$ cat config.mk
export PLATFORM = sky130hd
export DESIGN_NAME = button_multi_click_decoder_unit
export DESIGN_NICKNAME = d
export VERILOG_FILES = /design/src/hdl/bmcd_pkg.sv /design/src/hdl/button_multi_click_decoder_unit.sv
export SDC_FILE = /design/constraint.sdc
export NUM_CORES = 1
export LEC_CHECK = 0
export BUFFER_PORTS_ARGS = -buffer_cell sky130_fd_sc_hd__buf_4
export CELL_PAD_IN_SITES_DETAIL_PLACEMENT = 1
export CELL_PAD_IN_SITES_GLOBAL_PLACEMENT = 1
export CORE_MARGIN = 3
export CORE_UTILIZATION = 39
export CTS_BUF_LIST = sky130_fd_sc_hd__clkbuf_8
export DETAILED_ROUTE_END_ITERATION = 8
export PLACE_DENSITY = 0.71
export SLEW_MARGIN = 10
export SYNTH_ARGS = -nofsm -noshare
export SYNTH_HDL_FRONTEND = slang
export SYNTH_SLANG_ARGS = --single-unit
$ cat constraint.sdc
create_clock -name clk_i -period 6.8 [get_ports clk_i]
set_input_delay 1.7 -clock clk_i [delete_from_list [all_inputs] [get_ports clk_i]]
set_output_delay 1.7 -clock clk_i [all_outputs]
set_load 0.005 [all_outputs]
$ cat src/hdl/bmcd_pkg.sv
// ----------------------------------------------------------------------------
// bmcd_pkg
// Shared widths, reset values and register indexes of the button decoder.
// ----------------------------------------------------------------------------
package bmcd_pkg;

  // Time stamp width carried on the input stream
  localparam int unsigned NowWidth       = 32;
  localparam int unsigned TimeWidthDflt  = 32;

  // Configuration register widths
  localparam int unsigned MsWidth        = 16;
  localparam int unsigned CountWidth     = 8;
  localparam int unsigned CfgIndexWidth  = 4;
  localparam int unsigned CfgDataWidth   = 16;

  // Stream payload widths, padded to whole bytes
  localparam int unsigned InFieldBits    = 1 + NowWidth;
  localparam int unsigned InDataWidth    = ((InFieldBits + 7) / 8) * 8;
  localparam int unsigned OutFieldBits   = 1 + CountWidth + 1 + CountWidth;
  localparam int unsigned OutDataWidth   = ((OutFieldBits + 7) / 8) * 8;

  // Register reset values
  localparam logic [MsWidth-1:0]    HoldoffRst    = 16'd50;
  localparam logic [MsWidth-1:0]    LongPressRst  = 16'd1000;
  localparam logic [MsWidth-1:0]    ClickWinRst   = 16'd400;
  localparam logic [CountWidth-1:0] MaxClicksRst  = 8'd6;

  // Configuration register indexes
  typedef enum logic [CfgIndexWidth-1:0] {
    REG_HOLDOFF    = 4'd0,
    REG_LONG_PRESS = 4'd1,
    REG_CLICK_WIN  = 4'd2,
    REG_MAX_CLICKS = 4'd3
  } bmcd_reg_e;

  // One result item
  typedef struct packed {
    logic [CountWidth-1:0] clicks_so_far;
    logic                  long_press_seen;
    logic [CountWidth-1:0] mode_number;
    logic                  mode_valid;
  } bmcd_result_t;

endpackage

$ cat src/hdl/button_multi_click_decoder_unit.sv
// ----------------------------------------------------------------------------
// button_multi_click_decoder_unit
// Path: a sample accepted into the input register is decoded there and moves
//   into the result register, which drives the output until the result side
//   takes it.
// Throughput: one sample per cycle unless the result side stalls; the input
//   and result registers each advance when the next stage is free or drained.
// The whole decision is one pass of subtract/compare logic on the sample
//   held in the input register against the stored press and click state.
// Reset (rst_ni low, asynchronous): decoder state cleared, config registers
//   take their default values, both stream registers empty.
// ----------------------------------------------------------------------------
module button_multi_click_decoder_unit
  import bmcd_pkg::*;
#(
  parameter int unsigned TIME_WIDTH = TimeWidthDflt
) (
  input  logic                     clk_i,
  input  logic                     rst_ni,

  // Sample stream
  input  logic                     s_axis_tvalid,
  output logic                     s_axis_tready,
  // [0] button_level, [32:1] now_ms, [39:33] zero
  input  logic [InDataWidth-1:0]   s_axis_tdata,

  // Result stream
  output logic                     m_axis_tvalid,
  input  logic                     m_axis_tready,
  // [0] mode_valid, [8:1] mode_number, [9] long_press_seen,
  // [17:10] clicks_so_far, [23:18] zero
  output logic [OutDataWidth-1:0]  m_axis_tdata,

  // Configuration write request
  input  logic                     cfg_valid_i,
  output logic                     cfg_ready_o,
  input  logic [CfgIndexWidth-1:0] cfg_index_i,
  input  logic [CfgDataWidth-1:0]  cfg_data_i
);

  // --------------------------------------------------------------------------
  // Configuration registers: always ready, written one request per cycle.
  // --------------------------------------------------------------------------
  logic [MsWidth-1:0]    holdoff_q, long_press_q, click_win_q;
  logic [CountWidth-1:0] max_clicks_q;

  assign cfg_ready_o = 1'b1;

  always_ff @(posedge clk_i or negedge rst_ni) begin
    if (!rst_ni) begin
      holdoff_q    <= HoldoffRst;
      long_press_q <= LongPressRst;
      click_win_q  <= ClickWinRst;
      max_clicks_q <= MaxClicksRst;
    end else if (cfg_valid_i && cfg_ready_o) begin
      unique case (cfg_index_i)
        REG_HOLDOFF:    holdoff_q    <= cfg_data_i;
        REG_LONG_PRESS: long_press_q <= cfg_data_i;
        REG_CLICK_WIN:  click_win_q  <= cfg_data_i;
        REG_MAX_CLICKS: max_clicks_q <= cfg_data_i[CountWidth-1:0];
        default: ; // drop writes to unmapped indexes
      endcase
    end
  end

  // --------------------------------------------------------------------------
  // Handshake: the result register drains on m_axis_tready, the input
  // register refills in the same cycle it hands its sample on.
  // --------------------------------------------------------------------------
  logic                 in_valid_q;
  logic                 level_q;
  logic [NowWidth-1:0]  now_q;
  logic                 out_valid_q;
  bmcd_result_t         result_q, result_d;
  logic                 advance;

  assign advance       = in_valid_q && (!out_valid_q || m_axis_tready);
  assign s_axis_tready = !in_valid_q || advance;

  always_ff @(posedge clk_i or negedge rst_ni) begin
    if (!rst_ni) begin
      in_valid_q <= 1'b0;
    end else if (s_axis_tready) begin
      in_valid_q <= s_axis_tvalid;
    end
  end

  // Sample payload, no reset needed
  always_ff @(posedge clk_i) begin
    if (s_axis_tready && s_axis_tvalid) begin
      level_q <= s_axis_tdata[0];
      now_q   <= s_axis_tdata[NowWidth:1];
    end
  end

  // --------------------------------------------------------------------------
  // Decoder state
  // --------------------------------------------------------------------------
  logic [TIME_WIDTH-1:0] last_edge_q,  last_edge_d;
  logic [TIME_WIDTH-1:0] press_start_q, press_start_d;
  logic [TIME_WIDTH-1:0] last_click_q, last_click_d;
  logic                  prev_level_q, prev_level_d;
  logic                  press_active_q, press_active_d;
  logic [CountWidth-1:0] click_count_q, click_count_d;
  logic                  emit_pending_q, emit_pending_d;

  logic [TIME_WIDTH-1:0] now_t;
  logic [TIME_WIDTH-1:0] since_edge, since_press, since_click;
  logic                  holdoff_ok, rising, falling;

  // Wrap the time stamp into the time base
  assign now_t       = TIME_WIDTH'(now_q);
  assign since_edge  = now_t - last_edge_q;
  assign since_press = now_t - press_start_q;
  assign since_click = now_t - last_click_q;

  assign holdoff_ok = since_edge >= TIME_WIDTH'(holdoff_q);
  assign rising     = level_q && !prev_level_q;
  assign falling    = !level_q && prev_level_q;

  always_comb begin
    last_edge_d    = last_edge_q;
    press_start_d  = press_start_q;
    last_click_d   = last_click_q;
    prev_level_d   = prev_level_q;
    press_active_d = press_active_q;
    click_count_d  = click_count_q;
    emit_pending_d = emit_pending_q;
    result_d       = '0;

    // Samples inside the hold-off leave everything untouched
    if (holdoff_ok) begin
      prev_level_d = level_q;
      priority if (rising) begin
        press_active_d = 1'b1;
        press_start_d  = now_t;
        last_edge_d    = now_t;
      end else if (falling) begin
        // A release restarts the hold-off even without a tracked press
        last_edge_d = now_t;
        if (press_active_q) begin
          press_active_d = 1'b0;
          if (since_press >= TIME_WIDTH'(long_press_q)) begin
            result_d.long_press_seen = 1'b1;
          end else begin
            // Join the run inside the window, else start a new one
            if (since_click < TIME_WIDTH'(click_win_q)) begin
              click_count_d = click_count_q + CountWidth'(1);
            end else begin
              click_count_d = CountWidth'(1);
            end
            last_click_d   = now_t;
            emit_pending_d = 1'b1;
          end
        end
      end else if (since_click > TIME_WIDTH'(click_win_q)) begin
        // Window closed: hand out the mode once, if the count fits
        if (emit_pending_q) begin
          emit_pending_d = 1'b0;
          if (click_count_q <= max_clicks_q) begin
            result_d.mode_valid  = 1'b1;
            result_d.mode_number = click_count_q - CountWidth'(1);
          end
        end
      end
    end

    result_d.clicks_so_far = click_count_d;
  end

  // Advance state only when the sample moves into the result register
  always_ff @(posedge clk_i or negedge rst_ni) begin
    if (!rst_ni) begin
      last_edge_q    <= '0;
      press_start_q  <= '0;
      last_click_q   <= '0;
      prev_level_q   <= 1'b0;
      press_active_q <= 1'b0;
      click_count_q  <= '0;
      emit_pending_q <= 1'b0;
    end else if (advance) begin
      last_edge_q    <= last_edge_d;
      press_start_q  <= press_start_d;
      last_click_q   <= last_click_d;
      prev_level_q   <= prev_level_d;
      press_active_q <= press_active_d;
      click_count_q  <= click_count_d;
      emit_pending_q <= emit_pending_d;
    end
  end

  // --------------------------------------------------------------------------
  // Result register
  // --------------------------------------------------------------------------
  always_ff @(posedge clk_i or negedge rst_ni) begin
    if (!rst_ni) begin
      out_valid_q <= 1'b0;
    end else if (!out_valid_q || m_axis_tready) begin
      out_valid_q <= in_valid_q;
    end
  end

  always_ff @(posedge clk_i) begin
    if (advance) begin
      result_q <= result_d;
    end
  end

  assign m_axis_tvalid = out_valid_q;
  assign m_axis_tdata  = OutDataWidth'(result_q);

  // --------------------------------------------------------------------------
  // Assertions
  // --------------------------------------------------------------------------
  a_mode_or_long : assert property (@(posedge clk_i) disable iff (!rst_ni)
    out_valid_q |-> !(result_q.mode_valid && result_q.long_press_seen))
    else $error("mode and long press reported together");

  a_long_ends_press : assert property (@(posedge clk_i) disable iff (!rst_ni)
    (advance && result_d.long_press_seen) |=> !press_active_q)
    else $error("press still active after long press release");

  a_emit_once : assert property (@(posedge clk_i) disable iff (!rst_ni)
    (advance && result_d.mode_valid) |=> !emit_pending_q)
    else $error("pending run not cleared after emitting a mode");

  a_stall_holds_input : assert property (@(posedge clk_i) disable iff (!rst_ni)
    (in_valid_q && out_valid_q && !m_axis_tready) |-> !s_axis_tready)
    else $error("sample accepted while both stages are stalled");

endmodule
After elaboration in Yosys (flattened, before gate mapping). Index checks and enable logic that the tools add are counted.

$add $sub $neg: 5. Order comparisons: 5. Equal/unequal tests: 5. Muxes and demuxes: 16. Bitwise logic cells: 8. Reductions and logical operators: 25.

Operators by type and width (number): $sub A32 B32 Y32 (3); $ge A32 B16 Y1 (2); $mux W32 (2); $mux W8 (6); $gt A32 B16 Y1 (1); $lt A32 B16 Y1 (1); $reduce_and A6 Y1 (2); $reduce_and A2 Y1 (5); $add A8 B1 Y8 const B (1); $eq A4 B2 Y1 const B (2); $le A8 B8 Y1 (1); $mux W1 (8); $not A1 Y1 (8); $sub A8 B1 Y8 const B (1); $reduce_and A3 Y1 (2); $reduce_or A6 Y1 (1); $reduce_or A5 Y1 (1); $eq A4 B1 Y1 const B (1); $logic_and A1 B1 Y1 (4); $logic_not A1 Y1 (4); $logic_not A4 Y1 (1); $ne A2 B2 Y1 const B (2); $reduce_bool A2 Y1 (2); $reduce_or A4 Y1 (1); $logic_or A1 B1 Y1 (2).

Flip-flop bits (word level): 216. Bits of input ports: 65. Word-level logic and storage cells: 83.

Logic depth before layout (Yosys ltp).
Depth after elaboration: 8. Mapped depth: 24.

Worst setup path after synthesis. No wires, ideal clock.

Kind: reg-to-reg. From: register now_q[4]. To: register last_click_q[10]. Library setup time: 121 ps. Arrival: 4703 ps. Setup slack: 1976 ps. Stages on the path, launching flop included: 20. Path buffers: 1. Clock period less this slack: 4824 ps. Cells stage by stage: edfxtp_1 > ha_1 > a21o_1 > a31oi_1 > a21oi_1 > or2_2 > a41oi_1 > xnor2_1 > ha_1 > a222oi_1 > nand3_1 > a211oi_1 > nand3_1 > nor4_1 > nand4_1 > or4_1 > or4b_4 > nor3_4 > buf_4 > o21ai_1.

Longest elaborated chain between the ends: 4.

RTL lines: start: declaration (RTL line button_multi_click_decoder_unit.sv:72) `logic [NowWidth-1:0] now_q;`; start signal: assignment (RTL line button_multi_click_decoder_unit.sv:92) `now_q <= s_axis_tdata[NowWidth:1];`; $sub A32 B32 Y32 (RTL line button_multi_click_decoder_unit.sv:114) `assign since_press = now_t - press_start_q;`; $ge A32 B16 Y1 (RTL line button_multi_click_decoder_unit.sv:143) `if (since_press >= TIME_WIDTH'(long_press_q)) begin`; $not A1 Y1 (no source line); $reduce_and A6 Y1 (no source line) *; end signal: assignment (RTL line button_multi_click_decoder_unit.sv:184) `last_click_q <= last_click_d;`; end: declaration (RTL line button_multi_click_decoder_unit.sv:101) `logic [TIME_WIDTH-1:0] last_click_q, last_click_d;`.

Mark *: on every way between the ends. The rest lies on a longest branch, timed or not. A chain may end at the register's enable or synchronous reset.

Final worst setup path.
From: register now_q[0]. To: register press_start_q[0].

Longest elaborated chain between the ends: 3.

RTL lines: $sub A32 B32 Y32 (RTL line button_multi_click_decoder_unit.sv:113) `assign since_edge = now_t - last_edge_q;`; $ge A32 B16 Y1 (RTL line button_multi_click_decoder_unit.sv:117) `assign holdoff_ok = since_edge >= TIME_WIDTH'(holdoff_q);`; $reduce_and A3 Y1 (no source line); end signal: assignment (RTL line button_multi_click_decoder_unit.sv:183) `press_start_q <= press_start_d;`; end: declaration (RTL line button_multi_click_decoder_unit.sv:100) `logic [TIME_WIDTH-1:0] press_start_q, press_start_d;`.

Several ways; a longest one is shown, not always the timed one.

==> results.md <==
* Status: complete, no violations
* Pleak at 8.16 nW
* Final period utilization at 0.902
* CTS tree: yes
* Clk buf depth at 3
* Sequential fraction of the synthesis area at 0.353
* EDFF count, synth at 51
* Final non-filler cell total at 2,471
* RePlAce Congestion at ~0.9
* Hold buffers post-CTS at 0
* Final hold vios at 0
* Reg2reg path depth at 21
* R2R Path Start: now_q[0]
* All-Layer GR Usage at 0.219
* Placement row count at 73
* WHS Endpoint: press_start_q[6]
* Reg2reg end: press_start_q[0]
* Port Buffers at just under 80
* Sw frac at 0.412
* Logic gate share of total power at 0.473
* Routed Antenna Nets at 0
* Overall die area at roughly 44,000 sq um
* Hold Crit Class: reg -> reg
* Final Slew Violations at 0
* Area delta synth->final at 12.0%
* Startpoint Class: flip-flop
* Sequential Area at 5680 sq um
* Syn Inst Count at ~1,800
* VDD IR max at roughly 200 uV
* #FFs+latches synth at between 200 and 250
* WP data required at roughly 7.3 ns
* Area of the multi-input gates at 9470 sq um
* Max transition margin at 0.245
* Post-Route Utilization at 0.448
* Initial antenna violation count at 1
* Critical path depth at 21
* CORE AREA at ~40,000 sq um
* Min cycle time layout at just over 6 ns
* Root Buffer: clkbuf_8
* Hold path cells at 1
* Die width at roughly 210 um
* Drt wl/cell at approximately 20 um
* Netlist Area Pre-Place at ~16,000 sq um
* Sequential group share of total power at 0.288
* Final setup viols at 0
* Number of vias per cell at 5.69
* Setup Total Neg Slack at 0 ns
* Async set-reset flop share out of synthesis at 0.764
* Clock Sinks at 216
* Layout Skew at around 0.039 ns
* Setup CP Type: reg -> reg
* DR pass1 iterations at 5
* DRC at 0
* Dpl cells at roughly 2,400
* Post-CTS resize count at 0
* Worst Path Arrival at 6.60 ns
* Yosys warns at 0
* CTS HTree Levels at 2
* Syn_area_per_cell at between 8 and 9 sq um
* Critical path, cell by cell: inv_1 > ha_1 > inv_1 > fa_1 > a21o_1 > a221o_1 > a31oi_2 > o21ai_0 > xor2_1 > ha_1 > nand2_1 > o21ai_0 > a211oi_1 > or2_2 > and4_1 > o211ai_1 > a2111o_1 > nor4_4 > nor2_2 > nand2_4 > mux2_2
* Slowest cell on crit path: nor4_4
* CP Capture Type: flip-flop
* Clk network pwr share at 0.239
* Via count at between 10,000 and 15,000
* Routed WL at approximately 49,000 um
* First-pass GRT wire length at 77,400 um
* Initial core utilization at 0.400
* Largest net degree at the start of global routing at ~140
* Most used DFF post-synth: dfrtp_1
* ANT cells at 0
* CP delay by family, top: compound AO/OA/AOI/OAI gates
* Share of layout cells above drive strength 1 at 0.117
* Worst-skew pair later-pin latency at 0.62 ns
* Worst Path Buf+Inv at 2
* Critical path peak fanout at 32
* HP Start: press_start_q[6]
* Crit-path max cell delay at around 0.5 ns
* # IOs at 92
* Sw Pwr at between 2 and 2.5 mW
* Maxcap violations at 0
* 1st-iter DRT viols at 590
* Slew at the pin closest to its max-slew limit at between 1 and 1.5 ns
* RSZ-0062 raised after global routing: false
* Clock transition at path regs at 0.06 ns
* Die Y at 209 um
* TritonCTS Buffers at 43
* Power per cell area at around 330 nW/um^2
* Post-CTS setup buffer count at 0
* Setup slack, reg-to-reg at 0.67 ns
* Grt total ovfl at 0
* Max Clk Rate at between 0.15 and 0.2 GHz
* Number of global-route vias before repair at 14,700
* Synth unique cells at 89
* P_int at 3.47 mW
* Detail Placement HPWL at ~38,000 um
* Nets at about 2,100
* Fill cells at approximately 4,800
==> metal layers <==
layer / wire length, um / vias up / GRT usage
met1: 22300 / 6949 / 0.282
met3: 1810 / 94 / 0.0288
met5: 0 / - / 0
li1: - / 6764 / -
met2: 23100 / 256 / 0.379
met4: 1490 / 0 / 0.0730
==> kinds of logic after synthesis <==
kind of cell | synth area share
other | 0.000466
AND/OR/NAND/NOR | 0.169
adder cells (fa/ha/maj) | 0.123
AO/OA/AOI/OAI | 0.206
XOR/XNOR | 0.0359
multiplexers | 0.0517
buffers and inverters | 0.0620
flip-flops | 0.353
==> worst max-delay path by stage <==
stage               startpoint               end  slack [ns]
finish                now_q[0]  press_start_q[0]        0.67
global route          now_q[0]  m_axis_tdata[11]        0.27
CTS                   now_q[0]  press_start_q[0]        0.62
detailed placement    now_q[0]  press_start_q[0]        0.67
global placement      now_q[0]  press_start_q[0]        0.78
floorplan             now_q[4]  last_click_q[10]        1.98
==> area by class of cell <==
cell class              count  area share
clock buffers              48      0.0366
clock inverters            32      0.0135
inverters                 175      0.0364
multi-input cells        1389       0.525
flip-flops and latches    216       0.315
well taps                 525      0.0364
repair buffers             86      0.0374
==> worst register-to-register path: cells and delay by family, from the launching register on <==
family | cells | cell delay (ns)
AO/OA/AOI/OAI | 8 | 2.22
AND/OR/NAND/NOR | 6 | 1.58
adder cells (fa/ha/maj) | 3 | 0.90
flip-flops | 1 | 0.44
multiplexers | 1 | 0.43
buffers and inverters | 2 | 0.25
XOR/XNOR | 1 | 0.19
==> stage by stage <==
| stage | setup WS [ns] | total power [mW] | hold WS, ns | area (sq um) |
|---|---|---|---|---|
| floorplan | 1.98 | 3.73 | 0.454 | 16100 |
| detailed placement | 0.669 | 4.50 | 0.481 | 17100 |
| global route | 0.270 | 6.40 | 0.511 | 18000 |
| finish | 0.666 | 5.91 | 0.486 | 18000 |
| global placement | 0.777 | 4.40 | 0.473 | 17100 |
| CTS | 0.621 | 5.97 | 0.493 | 18000 |
==> synthesized netlist by cell type, types with 5 or more instances <==
library cell / number / share of area
a2111oi_0: 10 / 0.0054
a21o_1: 42 / 0.020
o21ai_0: 126 / 0.039
and3_1: 11 / 0.0043
nor3_1: 35 / 0.011
dfrtp_1: 151 / 0.23
mux2_2: 35 / 0.024
or3_1: 14 / 0.0054
a211oi_1: 17 / 0.0079
and2_1: 10 / 0.0039
ha_1: 153 / 0.12
a311o_1: 5 / 0.0031
nor4_1: 13 / 0.0051
o21ai_1: 68 / 0.021
nand4_1: 32 / 0.012
o22ai_1: 5 / 0.0019
nand2_1: 222 / 0.052
nor2_1: 105 / 0.024
or4_1: 7 / 0.0033
edfxtp_1: 51 / 0.095
a21oi_1: 118 / 0.037
o21a_1: 20 / 0.0093
clkbuf_1: 38 / 0.0089
nor2b_1: 11 / 0.0043
buf_4: 10 / 0.0047
mux2i_1: 9 / 0.0056
buf_2: 16 / 0.0050
o2111ai_1: 13 / 0.0071
o21bai_1: 9 / 0.0042
a211o_1: 9 / 0.0049
nand3_1: 32 / 0.0099
and4_1: 6 / 0.0033
a31oi_1: 11 / 0.0043
dfstp_2: 14 / 0.023
xor2_1: 25 / 0.014
nand2b_1: 25 / 0.0097
o211ai_1: 22 / 0.010
inv_1: 175 / 0.041
xnor2_1: 41 / 0.022
mux2_1: 31 / 0.022
==> power groups by stage <==
| stage | clock network (mW) | registers (mW) | logic, mW |
|---|---|---|---|
| after floorplan | 0 | 1.68 | 2.05 |
| after global placement | 0 | 1.71 | 2.68 |
| after detailed placement | 0 | 1.73 | 2.77 |
| after CTS | 1.47 | 1.70 | 2.80 |
| after global routing | 1.52 | 1.73 | 3.15 |
| final | 1.41 | 1.70 | 2.79 |
==> layout by cell type, fill, tap and decap left out, drive strengths merged, types with 7 or more instances in the layout <==
cell     synthesis  final
a2111oi         14     14
a211o            9      9
a211oi          17     17
a21o            42     42
a21oi          121    121
a31oi           12     12
and2            10     10
and3            11     11
buf             29     86
clkbuf          40     48
clkinv           0     10
conb             2      7
dfrtp          151    151
dfstp           14     14
edfxtp          51     51
ha             153    153
inv            175    191
mux2            66     66
mux2i            9      9
nand2          224    224
nand2b          25     25
nand3           32     32
nand4           32     32
nor2           106    106
nor2b           11     11
nor3            39     39
nor4            14     14
o2111ai         13     13
o211ai          22     22
o21a            20     20
o21ai          194    194
o21bai           9      9
or3             14     14
or4              7      7
xnor2           41     41
xor2            25     25
==> registers in the layout, indices dropped and copies added (netlist names) <==
signal,cells
in_valid_q,1
max_clicks_q,8
last_edge_q,32
click_count_q,8
m_axis_tvalid,1
level_q,1
press_start_q,32
m_axis_tdata,18
emit_pending_q,1
click_win_q,16
long_press_q,16
prev_level_q,1
press_active_q,1
holdoff_q,16
now_q,32
last_click_q,32
No activity file was read; power rests on OpenSTA's default activity.
